==> config.mk <==
export PLATFORM = sky130hd
export DESIGN_NAME = scc_ctrl
export DESIGN_NICKNAME = d
export VERILOG_FILES = /design/src/rtl/scc_pkg.sv /design/src/rtl/scc_ctrl.sv
export VERILOG_INCLUDE_DIRS = /design/src /design/src/rtl
export SDC_FILE = /design/constraint.sdc
export NUM_CORES = 1
export LEC_CHECK = 0
export BUFFER_PORTS_ARGS = -buffer_cell sky130_fd_sc_hd__buf_2
export CORE_ASPECT_RATIO = 1.2
export CORE_UTILIZATION = 35
export DETAILED_ROUTE_END_ITERATION = 8
export GPL_ROUTABILITY_DRIVEN = 0
export MAX_ROUTING_LAYER = met4
export PLACE_DENSITY = 0.59
export SETUP_SLACK_MARGIN = 0.15
export SLEW_MARGIN = 15
export SYNTH_ARGS = -nofsm -noshare
export SYNTH_HDL_FRONTEND = slang
export SYNTH_SLANG_ARGS = --single-unit
==> constraint.sdc <==
create_clock -name clk_i -period 3.8 [get_ports clk_i]
set_input_delay 0.57 -clock clk_i [delete_from_list [all_inputs] [get_ports clk_i]]
set_output_delay 0.57 -clock clk_i [all_outputs]
set_load 0.01 [all_outputs]
==> src/rtl/spherical_camera_controller_defines.svh <==
// ---------------------------------------------------------------------------
// Spherical camera controller assertion macros
// Concurrent assertion helpers clocked on clk_i and disabled during rst_ni.
// ---------------------------------------------------------------------------
`ifndef SPHERICAL_CAMERA_CONTROLLER_DEFINES_SVH
`define SPHERICAL_CAMERA_CONTROLLER_DEFINES_SVH

`ifndef SYNTH
`define SCC_ASSERT(lbl, pre, post) \
  lbl: assert property (@(posedge clk_i) disable iff (!rst_ni) (pre) |-> (post)) \
    else $error("assertion failed");
`define SCC_ASSERT_NEXT(lbl, pre, post) \
  lbl: assert property (@(posedge clk_i) disable iff (!rst_ni) (pre) |=> (post)) \
    else $error("assertion failed");
`else
`define SCC_ASSERT(lbl, pre, post)
`define SCC_ASSERT_NEXT(lbl, pre, post)
`endif

`endif

==> src/rtl/scc_pkg.sv <==
// ---------------------------------------------------------------------------
// Spherical camera controller package
// Widths, constants, datapath command codes and shared types.
// ---------------------------------------------------------------------------
package scc_pkg;

  localparam int XW  = 58;
  localparam int ZW  = 30;
  localparam int MAW = 37;
  localparam int MBW = 25;
  localparam int PW  = 62;
  localparam int RW  = 40;

  localparam logic signed [ZW-1:0] HALF_PI_Q24 = 30'sd26353589;
  localparam logic signed [ZW-1:0] PI_Q24      = 30'sd52707179;
  localparam logic signed [MBW-1:0] INVK_Q24   = 25'sd10188014;
  localparam logic signed [XW-1:0] INVK_Q30    = 58'sd652032874;
  localparam logic signed [19:0] PI_Q13        = 20'sd25736;
  localparam logic signed [15:0] HALF_PI_Q13   = 16'sd12868;
  localparam logic signed [XW-1:0] ONE_Q14     = 58'sd16384;

  localparam logic [3:0] OP_NOP        = 4'd0;
  localparam logic [3:0] OP_CAPTURE    = 4'd1;
  localparam logic [3:0] OP_LOAD       = 4'd2;
  localparam logic [3:0] OP_V1_INIT    = 4'd3;
  localparam logic [3:0] OP_V2_INIT    = 4'd4;
  localparam logic [3:0] OP_ITER       = 4'd5;
  localparam logic [3:0] OP_SAVE_T     = 4'd6;
  localparam logic [3:0] OP_REFRESH    = 4'd7;
  localparam logic [3:0] OP_SA_INIT    = 4'd8;
  localparam logic [3:0] OP_SE_INIT    = 4'd9;
  localparam logic [3:0] OP_SA_FIN     = 4'd10;
  localparam logic [3:0] OP_SE_FIN     = 4'd11;
  localparam logic [3:0] OP_MOVE       = 4'd12;
  localparam logic [3:0] OP_REBUILD    = 4'd13;
  localparam logic [3:0] OP_OUT        = 4'd14;

  localparam logic [2:0] MS_UNSCALE = 3'd0;
  localparam logic [2:0] MS_STEP_ST = 3'd1;
  localparam logic [2:0] MS_STEP_CT = 3'd2;
  localparam logic [2:0] MS_STEP_SP = 3'd3;
  localparam logic [2:0] MS_DIST_SP = 3'd4;
  localparam logic [2:0] MS_DIST_CP = 3'd5;
  localparam logic [2:0] MS_COSP_CT = 3'd6;
  localparam logic [2:0] MS_COSP_ST = 3'd7;

  localparam logic [4:0] FN_REFRESH = 5'd2;
  localparam logic [4:0] FN_EYE_LO  = 5'd3;
  localparam logic [4:0] FN_TGT_LO  = 5'd9;
  localparam logic [4:0] FN_TGT_HI  = 5'd14;
  localparam logic [4:0] FN_FPS     = 5'd15;
  localparam logic [4:0] FN_TPS     = 5'd16;

  typedef struct packed {
    logic [3:0] op;
    logic       mul_en;
    logic [2:0] msel;
    logic       save_en;
    logic [1:0] save_slot;
  } dp_cmd_t;

  typedef struct packed {
    logic iter_last;
    logic is_load;
    logic is_refresh;
    logic is_move;
    logic is_rebuild;
  } dp_status_t;

  typedef struct packed {
    logic [4:0]         func;
    logic signed [31:0] step;
    logic signed [31:0] coord_x;
    logic signed [31:0] coord_y;
    logic signed [31:0] coord_z;
  } cmd_item_t;

  typedef struct packed {
    logic signed [31:0] eye_x;
    logic signed [31:0] eye_y;
    logic signed [31:0] eye_z;
    logic signed [31:0] target_x;
    logic signed [31:0] target_y;
    logic signed [31:0] target_z;
    logic [31:0]        view_range;
    logic signed [15:0] elevation_out;
    logic signed [15:0] azimuth_out;
    logic signed [15:0] dir_x;
    logic signed [15:0] dir_y;
    logic signed [15:0] dir_z;
  } res_item_t;

  function automatic logic signed [ZW-1:0] atan_lut(input logic [4:0] idx);
    logic signed [ZW-1:0] v;
    case (idx)
      5'd0:  v = 30'sd13176795;
      5'd1:  v = 30'sd7778716;
      5'd2:  v = 30'sd4110060;
      5'd3:  v = 30'sd2086331;
      5'd4:  v = 30'sd1047214;
      5'd5:  v = 30'sd524117;
      5'd6:  v = 30'sd262123;
      5'd7:  v = 30'sd131069;
      5'd8:  v = 30'sd65536;
      5'd9:  v = 30'sd32768;
      5'd10: v = 30'sd16384;
      5'd11: v = 30'sd8192;
      5'd12: v = 30'sd4096;
      5'd13: v = 30'sd2048;
      5'd14: v = 30'sd1024;
      5'd15: v = 30'sd512;
      5'd16: v = 30'sd256;
      5'd17: v = 30'sd128;
      5'd18: v = 30'sd64;
      5'd19: v = 30'sd32;
      5'd20: v = 30'sd16;
      5'd21: v = 30'sd8;
      5'd22: v = 30'sd4;
      5'd23: v = 30'sd2;
      default: v = 30'sd0;
    endcase
    return v;
  endfunction

endpackage

==> src/rtl/scc_ctrl.sv <==
// ---------------------------------------------------------------------------
// Spherical camera controller sequencer
// Steps the datapath through CORDIC passes, products and updates per word.
// ---------------------------------------------------------------------------
`include "spherical_camera_controller_defines.svh"

module scc_ctrl
  import scc_pkg::*;
(
  input  logic       clk_i,
  input  logic       rst_ni,
  input  logic       in_valid_i,
  output logic       in_ready_o,
  output logic       out_valid_o,
  input  logic       out_ready_i,
  input  dp_status_t status_i,
  output dp_cmd_t    cmd_o
);

  localparam logic [4:0] S_IDLE     = 5'd0;
  localparam logic [4:0] S_DISP     = 5'd1;
  localparam logic [4:0] S_V1_INIT  = 5'd2;
  localparam logic [4:0] S_V1_ITER  = 5'd3;
  localparam logic [4:0] S_V1_MUL   = 5'd4;
  localparam logic [4:0] S_V2_INIT  = 5'd5;
  localparam logic [4:0] S_V2_ITER  = 5'd6;
  localparam logic [4:0] S_V2_MUL   = 5'd7;
  localparam logic [4:0] S_V2_FIN   = 5'd8;
  localparam logic [4:0] S_TA_INIT  = 5'd9;
  localparam logic [4:0] S_TA_ITER  = 5'd10;
  localparam logic [4:0] S_TA_FIN   = 5'd11;
  localparam logic [4:0] S_TE_INIT  = 5'd12;
  localparam logic [4:0] S_TE_ITER  = 5'd13;
  localparam logic [4:0] S_TE_FIN   = 5'd14;
  localparam logic [4:0] S_MV0      = 5'd15;
  localparam logic [4:0] S_MV1      = 5'd16;
  localparam logic [4:0] S_MV2      = 5'd17;
  localparam logic [4:0] S_MV3      = 5'd18;
  localparam logic [4:0] S_MV_APPLY = 5'd19;
  localparam logic [4:0] S_RB0      = 5'd20;
  localparam logic [4:0] S_RB1      = 5'd21;
  localparam logic [4:0] S_RB2      = 5'd22;
  localparam logic [4:0] S_RB3      = 5'd23;
  localparam logic [4:0] S_RB4      = 5'd24;
  localparam logic [4:0] S_RB5      = 5'd25;
  localparam logic [4:0] S_RB_APPLY = 5'd26;
  localparam logic [4:0] S_OUT      = 5'd27;

  logic [4:0] state_q, state_d;
  logic       out_valid_q, out_valid_d;
  logic       in_accept;

  assign in_ready_o  = (state_q == S_IDLE);
  assign in_accept   = in_valid_i && in_ready_o;
  assign out_valid_o = out_valid_q;

  always_comb begin
    state_d     = state_q;
    out_valid_d = out_valid_q && !out_ready_i;
    cmd_o       = '0;
    case (state_q)
      S_IDLE: begin
        if (in_valid_i) begin
          cmd_o.op = OP_CAPTURE;
          state_d  = S_DISP;
        end
      end
      S_DISP: begin
        if (status_i.is_refresh) begin
          state_d = S_V1_INIT;
        end else begin
          if (status_i.is_load) begin
            cmd_o.op = OP_LOAD;
          end
          state_d = S_TA_INIT;
        end
      end
      S_V1_INIT: begin
        cmd_o.op = OP_V1_INIT;
        state_d  = S_V1_ITER;
      end
      S_V1_ITER: begin
        cmd_o.op = OP_ITER;
        if (status_i.iter_last) begin
          state_d = S_V1_MUL;
        end
      end
      S_V1_MUL: begin
        cmd_o.op     = OP_SAVE_T;
        cmd_o.mul_en = 1'b1;
        cmd_o.msel   = MS_UNSCALE;
        state_d      = S_V2_INIT;
      end
      S_V2_INIT: begin
        cmd_o.op = OP_V2_INIT;
        state_d  = S_V2_ITER;
      end
      S_V2_ITER: begin
        cmd_o.op = OP_ITER;
        if (status_i.iter_last) begin
          state_d = S_V2_MUL;
        end
      end
      S_V2_MUL: begin
        cmd_o.mul_en = 1'b1;
        cmd_o.msel   = MS_UNSCALE;
        state_d      = S_V2_FIN;
      end
      S_V2_FIN: begin
        cmd_o.op = OP_REFRESH;
        state_d  = S_TA_INIT;
      end
      S_TA_INIT: begin
        cmd_o.op = OP_SA_INIT;
        state_d  = S_TA_ITER;
      end
      S_TA_ITER: begin
        cmd_o.op = OP_ITER;
        if (status_i.iter_last) begin
          state_d = S_TA_FIN;
        end
      end
      S_TA_FIN: begin
        cmd_o.op = OP_SA_FIN;
        state_d  = S_TE_INIT;
      end
      S_TE_INIT: begin
        cmd_o.op = OP_SE_INIT;
        state_d  = S_TE_ITER;
      end
      S_TE_ITER: begin
        cmd_o.op = OP_ITER;
        if (status_i.iter_last) begin
          state_d = S_TE_FIN;
        end
      end
      S_TE_FIN: begin
        cmd_o.op = OP_SE_FIN;
        if (status_i.is_move) begin
          state_d = S_MV0;
        end else if (status_i.is_rebuild) begin
          state_d = S_RB0;
        end else begin
          state_d = S_OUT;
        end
      end
      S_MV0: begin
        cmd_o.mul_en = 1'b1;
        cmd_o.msel   = MS_STEP_ST;
        state_d      = S_MV1;
      end
      S_MV1: begin
        cmd_o.mul_en    = 1'b1;
        cmd_o.msel      = MS_STEP_CT;
        cmd_o.save_en   = 1'b1;
        cmd_o.save_slot = 2'd0;
        state_d         = S_MV2;
      end
      S_MV2: begin
        cmd_o.mul_en    = 1'b1;
        cmd_o.msel      = MS_STEP_SP;
        cmd_o.save_en   = 1'b1;
        cmd_o.save_slot = 2'd1;
        state_d         = S_MV3;
      end
      S_MV3: begin
        cmd_o.save_en   = 1'b1;
        cmd_o.save_slot = 2'd2;
        state_d         = S_MV_APPLY;
      end
      S_MV_APPLY: begin
        cmd_o.op = OP_MOVE;
        state_d  = S_OUT;
      end
      S_RB0: begin
        cmd_o.mul_en = 1'b1;
        cmd_o.msel   = MS_DIST_SP;
        state_d      = S_RB1;
      end
      S_RB1: begin
        cmd_o.mul_en    = 1'b1;
        cmd_o.msel      = MS_DIST_CP;
        cmd_o.save_en   = 1'b1;
        cmd_o.save_slot = 2'd0;
        state_d         = S_RB2;
      end
      S_RB2: begin
        cmd_o.save_en   = 1'b1;
        cmd_o.save_slot = 2'd1;
        state_d         = S_RB3;
      end
      S_RB3: begin
        cmd_o.mul_en = 1'b1;
        cmd_o.msel   = MS_COSP_CT;
        state_d      = S_RB4;
      end
      S_RB4: begin
        cmd_o.mul_en    = 1'b1;
        cmd_o.msel      = MS_COSP_ST;
        cmd_o.save_en   = 1'b1;
        cmd_o.save_slot = 2'd2;
        state_d         = S_RB5;
      end
      S_RB5: begin
        cmd_o.save_en   = 1'b1;
        cmd_o.save_slot = 2'd3;
        state_d         = S_RB_APPLY;
      end
      S_RB_APPLY: begin
        cmd_o.op = OP_REBUILD;
        state_d  = S_OUT;
      end
      S_OUT: begin
        if (!out_valid_q || out_ready_i) begin
          cmd_o.op    = OP_OUT;
          out_valid_d = 1'b1;
          state_d     = S_IDLE;
        end
      end
      default: begin
        state_d = S_IDLE;
      end
    endcase
  end

  always_ff @(posedge clk_i or negedge rst_ni) begin
    if (!rst_ni) begin
      state_q     <= S_IDLE;
      out_valid_q <= 1'b0;
    end else begin
      state_q     <= state_d;
      out_valid_q <= out_valid_d;
    end
  end

  `SCC_ASSERT_NEXT(a_accept_dispatch, in_accept, state_q == S_DISP)
  `SCC_ASSERT_NEXT(a_out_after_issue, cmd_o.op == OP_OUT, out_valid_q && state_q == S_IDLE)
  `SCC_ASSERT_NEXT(a_iter_holds, state_q == S_TA_ITER && !status_i.iter_last,
                   state_q == S_TA_ITER)

endmodule

Yosys cells after proc, flatten, opt, wreduce, memory -nomap -nowiden --
Index checks and enable logic that the tools add are counted.
Word-level totals: output and inout bits 13, flip-flop bits (word level) 6, word-level logic and storage cells 66
Cells by class: equal/unequal tests 33, reduce and logical (&&, ||, !) cells 12, muxes and demuxes 19
Operator list (number):
- $pmux W5 S27 | 1
- $eq A5 B5 Y1 const B | 12
- $pmux W4 S14 | 1
- $eq A5 B4 Y1 const B | 8
- $mux W5 | 7
- $pmux W4 S8 | 1
- $eq A5 B3 Y1 const B | 4
- $mux W4 | 3
- $ne A2 B2 Y1 const B | 6
- $pmux W3 S4 | 1
- $eq A5 B2 Y1 const B | 2
- $reduce_or A2 Y1 | 5
- $reduce_and A6 Y1 | 1
- $eq A5 B1 Y1 const B | 1
- $logic_not A5 Y1 | 1
- $mux W2 | 2
- $reduce_or A4 Y1 | 1
- $mux W1 | 3
- $logic_not A1 Y1 | 2
- $logic_and A1 B1 Y1 | 1
- $logic_or A1 B1 Y1 | 1

Logic depth before layout (Yosys ltp) --
Gate-level depths: netlist of run 1.
depth in word-level cells 4, depth in mapped cells 7, mapped depth without buffers 5

Worst setup path after synthesis of run 1 --
No wires, ideal clock.
path kind flip-flop to output port, start point register state_q[0], end point output port cmd_o[8] in the netlist's numbering, buffers on the path 3, setup slack 1.879 ns, data arrival time 1.351 ns, cell stages (with the launch flop) 6, required time 3.230 ns, path through dfrtp_1 > buf_6 > buf_2 > clkbuf_1 > o22ai_1 > a221o_1
RTL lines:
- from (decl) | RTL line scc_ctrl.sv:49 | logic [4:0] state_q, state_d;
- from (signal assigned) | RTL line scc_ctrl.sv:231 | state_q <= state_d;
- to (decl) | RTL line scc_ctrl.sv:17 | output dp_cmd_t cmd_o

==> impl_metrics.py, run 1 <==
metrics = {
    "outcome": {
        "status": "finished, final reports clean",
    },
    "cts": {
        "cts_inserted_buffers": 3,
        "htreeDepth": 1,
        "cts_tree": "built",
        "cts_buffer_depth": 2,
        "cts_resized": 0,
        "clock_latency_ns": 0.24,
        "clock-sinks": 6,
        "clockRootBuffer": "clkbuf_4",
        "cts_hold_buf": 0,
        "clkTransAtPathRegs_ns": 0.04,
        "post_cts_buffers": 0,
    },
    "power_and_ir_drop": {
        "leakage_nw": 0.444,
        "total_power_w": 0.000940,
        "power_density_nw_per_um2": 937,
        "vdd_drop_max_uv": 411,
    },
    "global_route": {
        "grt_max_degree": 34,
        "grt_remaining_overflow": 0,
        "grt_pass1_wl_mm": 4.30,
        "grt_usage_pct": 19.9,
        "first_global_vias": 898,
        "antenna_found_initial": 0,
    },
    "route": {
        "post-route-drc-count": 0,
        "ant_nets": 0,
        "drt_first_pass_iters": 4,
        "top_layer": "met4",
        "wl_met2_mm": 1.30,
        "route.met3.wl_um": 114,
        "routed_wirelength_mm": 2.58,
        "met1_length_mm": 1.15,
        "drt_iter0_markers": 29,
        "viasPerCell": 5.61,
        "vias": 1010,
        "wl_per_cell_um": 14.3,
    },
    "finish": {
        "drive_gt1_share_pct": 19.5,
        "nets": 160,
        "diodes": 0,
        "fillers": 262,
        "area_growth_pct": 9.71,
    },
    "place": {
        "port_buffers": 21,
        "hpwl_mm": 1.80,
    },
    "synth": {
        "yosys.area.top_type": "dfrtp_1",
        "postSynthAreaPerCell_um2": 6.58,
        "synth_edf_count": 0,
        "async_flop_share_pct": 100,
        "syn_nets": 148,
        "netlist.area_leader.share_pct": 16.4,
        "synth_seq_cells": 6,
        "ys_warn_count": 0,
        "syn_inst": 139,
        "synth_cell_type_count": 42,
        "synth_ff_type": "dfrtp_1",
        "yosysSeqAreaShare_pct": 16.4,
        "syn_area_um2": 915,
        "yosysMostFrequentCell": "nand2_1",
        "netlist_top_cells_count": "19 x nand2_1, 17 x a21oi_1, 15 x nor2_1",
        "synth_area_leaders": "dfrtp_1 16%, a21oi_1 9.3%, nand2_1 7.8%",
    },
    "setup_path": {
        "ff2ff_path_depth": 5,
        "crit_fanout": 33,
        "setup.worst_path.class": "flip-flop to output port",
        "cp.arrival_ns": 2.23,
        "crit_path_end_kind": "output port",
        "start_kind": "flip-flop",
        "crit_required_ns": 3.23,
    },
    "sta": {
        "hold_viol_final": 0,
        "min_period_ns": 2.80,
        "tns_ns": 0,
        "finClkSkew_ns": 0.000439,
        "slew_headroom_pct": 34.4,
        "setup_viol": 0,
        "finalCritPeriodShare_pct": 73.8,
        "tightestPinTransition_ns": 0.985,
        "slew_violations": 0,
        "rsz0062_at_grt": "no",
        "max_freq_mhz": 357,
    },
    "floorplanning": {
        "fp.dieH_um": 58,
        "std_cell_rows": 19,
        "num_io_pins": 22,
        "die_area_um2": 2820,
        "die_x_um": 48.7,
        "initial_utilization_pct": 38.5,
        "core_um2": 2380,
    },
    "worst_hold_path": {
        "hold_path_class": "input pin to async pin",
    },
    "flow_run": {
        "cap_violations": 0,
    },
}
[path summary, 6_finish.rpt]
path	from	to	slack [ns]
setup / recovery	state_q[3]	cmd_o[8]	1.0
hold / removal	rst_ni	state_q[4]	0.14
setup reg to reg	state_q[0]	state_q[3]	1.51
hold reg to reg	out_valid_o	out_valid_o	0.62
max in group asynchronous	rst_ni	state_q[1]	3.52
min in group clk_i	out_valid_o	out_valid_o	0.62
[layer usage]
metal  vias up  track usage [%]
li1        517                -
met1       459             25.7
met2        32             33.9
met3         2             3.67
met4         0             1.26
met5         -                -
[kinds of logic after synthesis]
| logic type | count (synthesis) | synth area share (%) |
|---|---|---|
| and+or+nand+nor | 61 | 32.7 |
| AOI/OAI and AO/OA | 49 | 33.7 |
| buffers and inverters | 18 | 10.1 |
| DFF | 6 | 16.4 |
| muxes | 3 | 4.38 |
| xor gates and xnor gates | 2 | 2.74 |
[worst max-delay path, cell delays in order (launching register included)]
cell     delay, ns
dfrtp_1       0.98
xnor2_2       0.21
xor2_1        0.18
o22ai_1       0.10
a221o_1       0.37
buf_2         0.14
[cell usage in the layout, fill, tap and decap left out, types with 2 or more instances in the layout]
cell type / count
nor4_1: 2
buf_2: 21
o22ai_1: 5
o31ai_1: 3
clkbuf_4: 3
o21ai_0: 9
a211o_1: 2
nand2b_1: 8
nor2_1: 15
a21boi_0: 2
dfrtp_1: 6
a21oi_1: 17
a211oi_1: 2
nand2_1: 19
inv_1: 4
mux2_4: 2
nor3_1: 4
nor2b_1: 3
o21a_1: 2
[per-stage QoR]
stage | area (µm²) | hold slack (ns) | util [%] | std cells | worst slack, ns
floorplan | 915 | 0.274 | - | 139 | 1.88
finish | 1000 | 0.139 | 42.2 | 180 | 0.997
CTS | 1000 | 0.136 | 42.2 | 180 | 1.01
global route | 1000 | 0.144 | 42.2 | 180 | 0.858
detailed placement | 981 | 0.395 | 41.3 | 177 | 1.28
global placement | 981 | 0.394 | 41.3 | 177 | 1.33
[power breakdown]
part,switching (W),internal [W]
clock,0.0000228,0.0000357
combinational,0.000319,0.000300
sequential,0.000175,0.0000884
[sequential cells by signal, indices dropped and copies added (netlist names)]
register / flops
state_q: 5
out_valid_o: 1
[layout make-up]
| type | count | area [µm²] | share of cell area, % |
|---|---|---|---|
| multi-input cells | 115 | 672 | 67.0 |
| flip-flops and latches | 6 | 150 | 15.0 |
| repair buffers | 21 | 105 | 10.5 |
| well taps | 31 | 38.8 | 3.87 |
| clock buffers | 3 | 22.5 | 2.24 |
| inverters | 4 | 15.0 | 1.50 |
(Power assumes the default switching activity.)
==> run 2, diff against run 1 <==
==> constraint.sdc (replaced) <==
create_clock -name clk_i -period 2.8 [get_ports clk_i]
set_input_delay 0.42 -clock clk_i [delete_from_list [all_inputs] [get_ports clk_i]]
set_output_delay 0.42 -clock clk_i [all_outputs]
set_load 0.01 [all_outputs]
==> run 2 against run 1 <==
Die area unchanged. Clock power up 33%. Final area is 5.5% higher. Critical path depth is the same. Core utilization rose by 2.3 points. Worst hold slack better by 0.37 ns. Worst setup slack got worse by 0.58 ns. Global-route usage shrank 0.17 points. First-iteration DRC count fell by 31%. Largest cell class unchanged.
==> impl_metrics.py, run 2 (synthesized netlist as in run 1, its figures left out) <==
metrics = {
    "setup_path": {
        "reg2reg_slack_ns": 0.76,
        "cp_top_family": "flip-flops",
        "slowest_delay_ns": 0.68,
        "rr_startpoint": "state_q[0]",
        "crit_required_ns": 2.38,
        "startpoint": "state_q[2]",
        "cp.arrival_ns": 1.97,
        "start_kind": "flip-flop",
        "crit_path_cell_trace": "inv_1 > nand2_1 > o22ai_1 > a221o_1 > buf_2",
        "crit_fanout": 17,
        "cp.depth": 5,
        "cp_slowest_cell": "dfrtp_1",
        "setup.worst_path.class": "flip-flop to output port",
        "ff2ff_path_depth": 5,
        "r2r-end": "state_q[0]",
        "crit_path_end_kind": "output port",
        "cp-endpoint": "cmd_o[8]",
        "path_buf_inv": 2,
    },
    "cts": {
        "cts_buffer_depth": 2,
        "cts_tree": "built",
        "clock-sinks": 6,
        "clockRootBuffer": "clkbuf_4",
        "cts_hold_buf": 1,
        "post_cts_buffers": 0,
        "htreeDepth": 1,
        "cts_inserted_buffers": 3,
        "clock_latency_ns": 0.24,
        "cts_resized": 0,
        "clkTransAtPathRegs_ns": 0.04,
    },
    "flow_run": {
        "cap_violations": 0,
    },
    "floorplanning": {
        "initial_utilization_pct": 38.5,
        "die_x_um": 48.7,
        "num_io_pins": 22,
        "die_area_um2": 2820,
        "fp.dieH_um": 58,
        "std_cell_rows": 19,
        "core_um2": 2380,
    },
    "sta": {
        "finClkSkew_ns": 0.000897,
        "slew_headroom_pct": 60.7,
        "slew_violations": 0,
        "min_period_ns": 2.39,
        "rsz0062_at_grt": "no",
        "hold_viol_final": 0,
        "setup_viol": 0,
        "finalWorstSetupSlack_ns": 0.412,
        "finalCritPeriodShare_pct": 85.3,
        "max_freq_mhz": 419,
        "tns_ns": 0,
        "tightestPinTransition_ns": 0.590,
    },
    "finish": {
        "area_growth_pct": 15.7,
        "diodes": 0,
        "top_register": "state_q",
        "final_cell_mix": "21 x buf_2, 19 x nand2_1, 17 x a21oi_1",
        "final_common_cell": "buf_2",
        "final_area_um2": 1060,
        "drive_gt1_share_pct": 22.4,
        "largest_reg_flops": 5,
        "nets": 167,
    },
    "route": {
        "routed_wirelength_mm": 2.60,
        "ant_nets": 0,
        "wl_per_cell_um": 13.9,
        "post-route-drc-count": 0,
        "vias": 1038,
        "drt_first_pass_iters": 4,
        "viasPerCell": 5.55,
        "drt_iter0_markers": 20,
    },
    "worst_hold_path": {
        "hold_path_class": "input pin to flip-flop",
    },
    "global_route": {
        "grt_usage_pct": 19.8,
        "grt_remaining_overflow": 0,
        "grt_max_degree": 20,
        "antenna_found_initial": 0,
        "first_global_vias": 935,
        "grt_pass1_wl_mm": 4.30,
    },
    "power_and_ir_drop": {
        "leakage_nw": 0.477,
        "power_density_nw_per_um2": 1270,
        "vdd_drop_max_uv": 646,
    },
    "place": {
        "place_area_um2": 1030,
        "pre_cts_slack_ns": 0.717,
        "port_buffers": 21,
        "hpwl_mm": 1.98,
    },
    "outcome": {
        "status": "finished, final reports clean",
    },
}
[run 2: cell types whose count changed in the layout (fill, tap and decap cells not counted), sizes merged]
cell,change
buf,+6
dlygate4sd3,+1
[run 2: worst register-to-register path, cell delays in order, from the launching register on]
cell and delay (ns):
dfrtp_1 0.71, nand2_1 0.36, nor3_1 0.23, o21a_1 0.20, or2_4 0.15, mux2_4 0.29
[run 2: layer usage]
| metal | part of all wire (%) | global-route usage, % | wire length (µm) | up-vias |
|---|---|---|---|---|
| met5 | 0 | - | 0 | - |
| met3 | 3.1 | 1.84 | 81 | 6 |
| met2 | 50 | 34.3 | 1310 | 26 |
| li1 | - | - | - | 527 |
| met4 | 1.2 | 6.30 | 32 | 0 |
| met1 | 45 | 24.1 | 1170 | 479 |
[run 2: worst min-delay path by stage]
stage / startpoint / end / slack, ns / cells past startpoint
CTS: status_i[1] / state_q[4] / 0.50 / 3
global placement: rst_ni / state_q[3] / 0.25 / 1
floorplan: rst_ni / out_valid_o / 0.12 / 0
detailed placement: rst_ni / state_q[2] / 0.25 / 1
global route: status_i[1] / state_q[4] / 0.52 / 3
finish: status_i[1] / state_q[4] / 0.51 / 3
[run 2: power breakdown]
group	internal [W]	switching [W]	total, W
Sequential	0.000123	0.000139	0.000262
Combinational	0.000452	0.000551	0.00100
Clock	0.0000484	0.0000296	0.0000780
[run 2: final cells by class]
| class | instances | area [µm²] |
|---|---|---|
| fill | 275 | 1320 |
| clock buffer | 3 | 22.5 |
| inverter | 4 | 15.0 |
| timing repair buffer | 28 | 160 |
| sequential | 6 | 150 |
| multi-input combinational | 115 | 672 |
| tap | 31 | 38.8 |
[run 2: metrics by stage]
stage | hold slack [ns] | util (%) | cells | power (W)
final | 0.507 | 44.5 | 187 | 0.00134
after global routing | 0.519 | 44.5 | 187 | 0.00147
after CTS | 0.503 | 44.5 | 187 | 0.00134
after detailed placement | 0.248 | 43.2 | 183 | 0.00125
after global placement | 0.249 | 43.2 | 183 | 0.00125
after floorplan | 0.124 | - | 139 | 0.00102
==> run 3, diff against run 2 <==
--- a/config.mk
+++ b/config.mk
@@ -7,12 +7,13 @@
 export NUM_CORES = 1
 export LEC_CHECK = 0
 export BUFFER_PORTS_ARGS = -buffer_cell sky130_fd_sc_hd__buf_2
+export CAP_MARGIN = 40
 export CORE_ASPECT_RATIO = 1.2
-export CORE_UTILIZATION = 35
+export CORE_UTILIZATION = 53
 export DETAILED_ROUTE_END_ITERATION = 8
 export GPL_ROUTABILITY_DRIVEN = 0
 export MAX_ROUTING_LAYER = met4
-export PLACE_DENSITY = 0.59
+export PLACE_DENSITY = 0.82
 export SETUP_SLACK_MARGIN = 0.15
 export SLEW_MARGIN = 15
 export SYNTH_ARGS = -nofsm -noshare
==> constraint.sdc (replaced) <==
create_clock -name clk_i -period 2.5 [get_ports clk_i]
set_input_delay 0.375 -clock clk_i [delete_from_list [all_inputs] [get_ports clk_i]]
set_output_delay 0.375 -clock clk_i [all_outputs]
set_load 0.01 [all_outputs]
==> run 3 against run 2 <==
Combinational power up 16%. Critical endpoint unchanged. Sequential power up 5%. Via count up 3.3%. Die area down 33%. Register-to-register slack worse by 0.26 ns. Cell count down 7.0%. Critical path type unchanged. Routed wire length down 1.8%. Non-clock buffer count unchanged. Core utilization up 21 points. Power up 14%. Global-route usage up 9.3 points.
==> impl_metrics.py, run 3 (synthesized netlist as in run 1, its figures left out) <==
metrics = {
    "place": {
        "dp_cells": 170,
        "hpwl_mm": 1.94,
        "port_buffers": 21,
        "pre_cts_slack_ns": 0.478,
    },
    "power_and_ir_drop": {
        "seq_power_share_pct": 18.1,
        "leakage_nw": 0.480,
        "p_comb_share_pct": 76.1,
        "vdd_drop_max_uv": 562,
        "p_clk_share_pct": 5.8,
        "p_sw_w": 0.000804,
        "power_density_nw_per_um2": 1440,
        "swShare_pct": 52.7,
        "p_int_w": 0.000720,
    },
    "global_route": {
        "grt_usage_pct": 29.1,
        "antenna_found_initial": 0,
        "grt_max_degree": 22,
        "use_met2_pct": 42.3,
        "top_usage_layer": "met2",
        "grt_remaining_overflow": 0,
        "globalRouteMet3Util_pct": 1.40,
        "first_global_vias": 828,
        "grtUsageMet1_pct": 39.0,
        "grt_pass1_wl_mm": 3.68,
    },
    "cts": {
        "clockRootBuffer": "clkbuf_4",
        "cts_tree": "built",
        "clock-sinks": 6,
        "cts_inserted_buffers": 3,
        "htreeDepth": 1,
        "cts_buffer_depth": 2,
        "clock_latency_ns": 0.24,
        "clkTransAtPathRegs_ns": 0.05,
    },
    "sta": {
        "min_period_ns": 2.19,
        "finalCritPeriodShare_pct": 87.5,
        "setup_viol": 0,
        "slew_headroom_pct": 66.8,
        "tns_ns": 0,
        "finClkSkew_ns": 0.000203,
        "slew_violations": 0,
        "rsz0062_at_grt": "no",
        "hold_viol_final": 0,
        "max_freq_mhz": 457,
        "tightestPinTransition_ns": 0.499,
        "finalWorstSetupSlack_ns": 0.313,
    },
    "floorplanning": {
        "die_x_um": 39.9,
        "core_um2": 1620,
        "num_io_pins": 22,
        "die_area_um2": 1900,
        "fp.dieH_um": 47.5,
        "std_cell_rows": 16,
        "initial_utilization_pct": 56.4,
    },
    "setup_path": {
        "setup.worst_path.class": "flip-flop to output port",
        "cp.arrival_ns": 1.81,
        "reg2reg_slack_ns": 0.50,
        "startpoint": "state_q[3]",
        "crit_fanout": 13,
        "rr_startpoint": "state_q[1]",
        "r2r-end": "state_q[0]",
        "ff2ff_path_depth": 5,
        "crit_required_ns": 2.12,
        "crit_path_end_kind": "output port",
        "start_kind": "flip-flop",
        "cp-endpoint": "cmd_o[8]",
    },
    "finish": {
        "instances_no_fill": 174,
        "nets": 167,
        "diodes": 0,
        "largest_reg_flops": 5,
        "final_common_cell": "buf_2",
        "fillers": 144,
        "final_cell_mix": "21 x buf_2, 19 x nand2_1, 17 x a21oi_1",
        "drive_gt1_share_pct": 23.1,
        "area_growth_pct": 15.5,
        "utilization_pct": 65.1,
        "top_register": "state_q",
    },
    "route": {
        "drt_iter0_markers": 48,
        "ant_nets": 0,
        "viasPerCell": 6.16,
        "routed_wirelength_mm": 2.55,
        "wl_per_cell_um": 14.7,
        "post-route-drc-count": 0,
        "drt_first_pass_iters": 4,
        "vias": 1072,
    },
    "flow_run": {
        "cap_violations": 0,
    },
    "outcome": {
        "status": "finished, final reports clean",
    },
    "worst_hold_path": {
        "hold_path.startpoint": "status_i[1]",
        "hold_path_class": "input pin to flip-flop",
    },
}
run 3: cell counts in the layout (fill, tap and decap cells not counted):
Identical to the previous run, type by type.
run 3: critical path: stages, from the launching register on:
cell and delay (ns):
dfrtp_1 0.62, xnor2_2 0.19, xor2_1 0.16, o22ai_1 0.11, a221o_1 0.35, buf_2 0.14
run 3: worst min-delay path by stage:
stage / end / slack, ns / cells after the start
2_1_floorplan: out_valid_o / 0.08 / 0
3_3_place_gp: state_q[1] / 0.20 / 1
3_5_place_dp: out_valid_o / 0.20 / 1
4_1_cts: state_q[4] / 0.45 / 3
5_1_grt: state_q[4] / 0.47 / 3
6_report: state_q[4] / 0.45 / 3
run 3: area by class of cell:
type | count | area (µm²) | share of cell area, %
inverters | 4 | 15.0 | 1.42
flip-flops and latches | 6 | 151 | 14.3
well taps | 18 | 22.5 | 2.13
multi-input cells | 115 | 672 | 63.6
repair buffers | 28 | 173 | 16.4
clock buffers | 3 | 22.5 | 2.13
run 3: what timing repair did:
action	CTS	global route
hold endpoints to repair	6	0
buffers inserted	0	0
setup endpoints to repair	0	3
hold buffers	1	0
resized for setup	0	1
run 3: stage by stage:
stage / instance area, µm² / hold WS [ns] / total power [W]
finish: 1060 / 0.447 / 0.00152
global route: 1060 / 0.466 / 0.00167
CTS: 1050 / 0.445 / 0.00151
detailed placement: 1020 / 0.204 / 0.00141
global placement: 1020 / 0.202 / 0.00139
floorplan: 915 / 0.0794 / 0.00114
run 3: metal layers:
metal	wire, µm	share of wire (%)
met5	0	0
met2	1260	49
met3	148	5.8
met1	1070	42
met4	72	2.8
run 3: power groups by stage:
| stage | Combinational [W] | Sequential, W | Clock (W) |
|---|---|---|---|
| detailed placement | 0.00114 | 0.000269 | 0 |
| global route | 0.00128 | 0.000284 | 0.000102 |
| finish | 0.00116 | 0.000276 | 0.0000881 |
| CTS | 0.00115 | 0.000269 | 0.0000921 |
| floorplan | 0.000968 | 0.000171 | 0 |
| global placement | 0.00112 | 0.000265 | 0 |
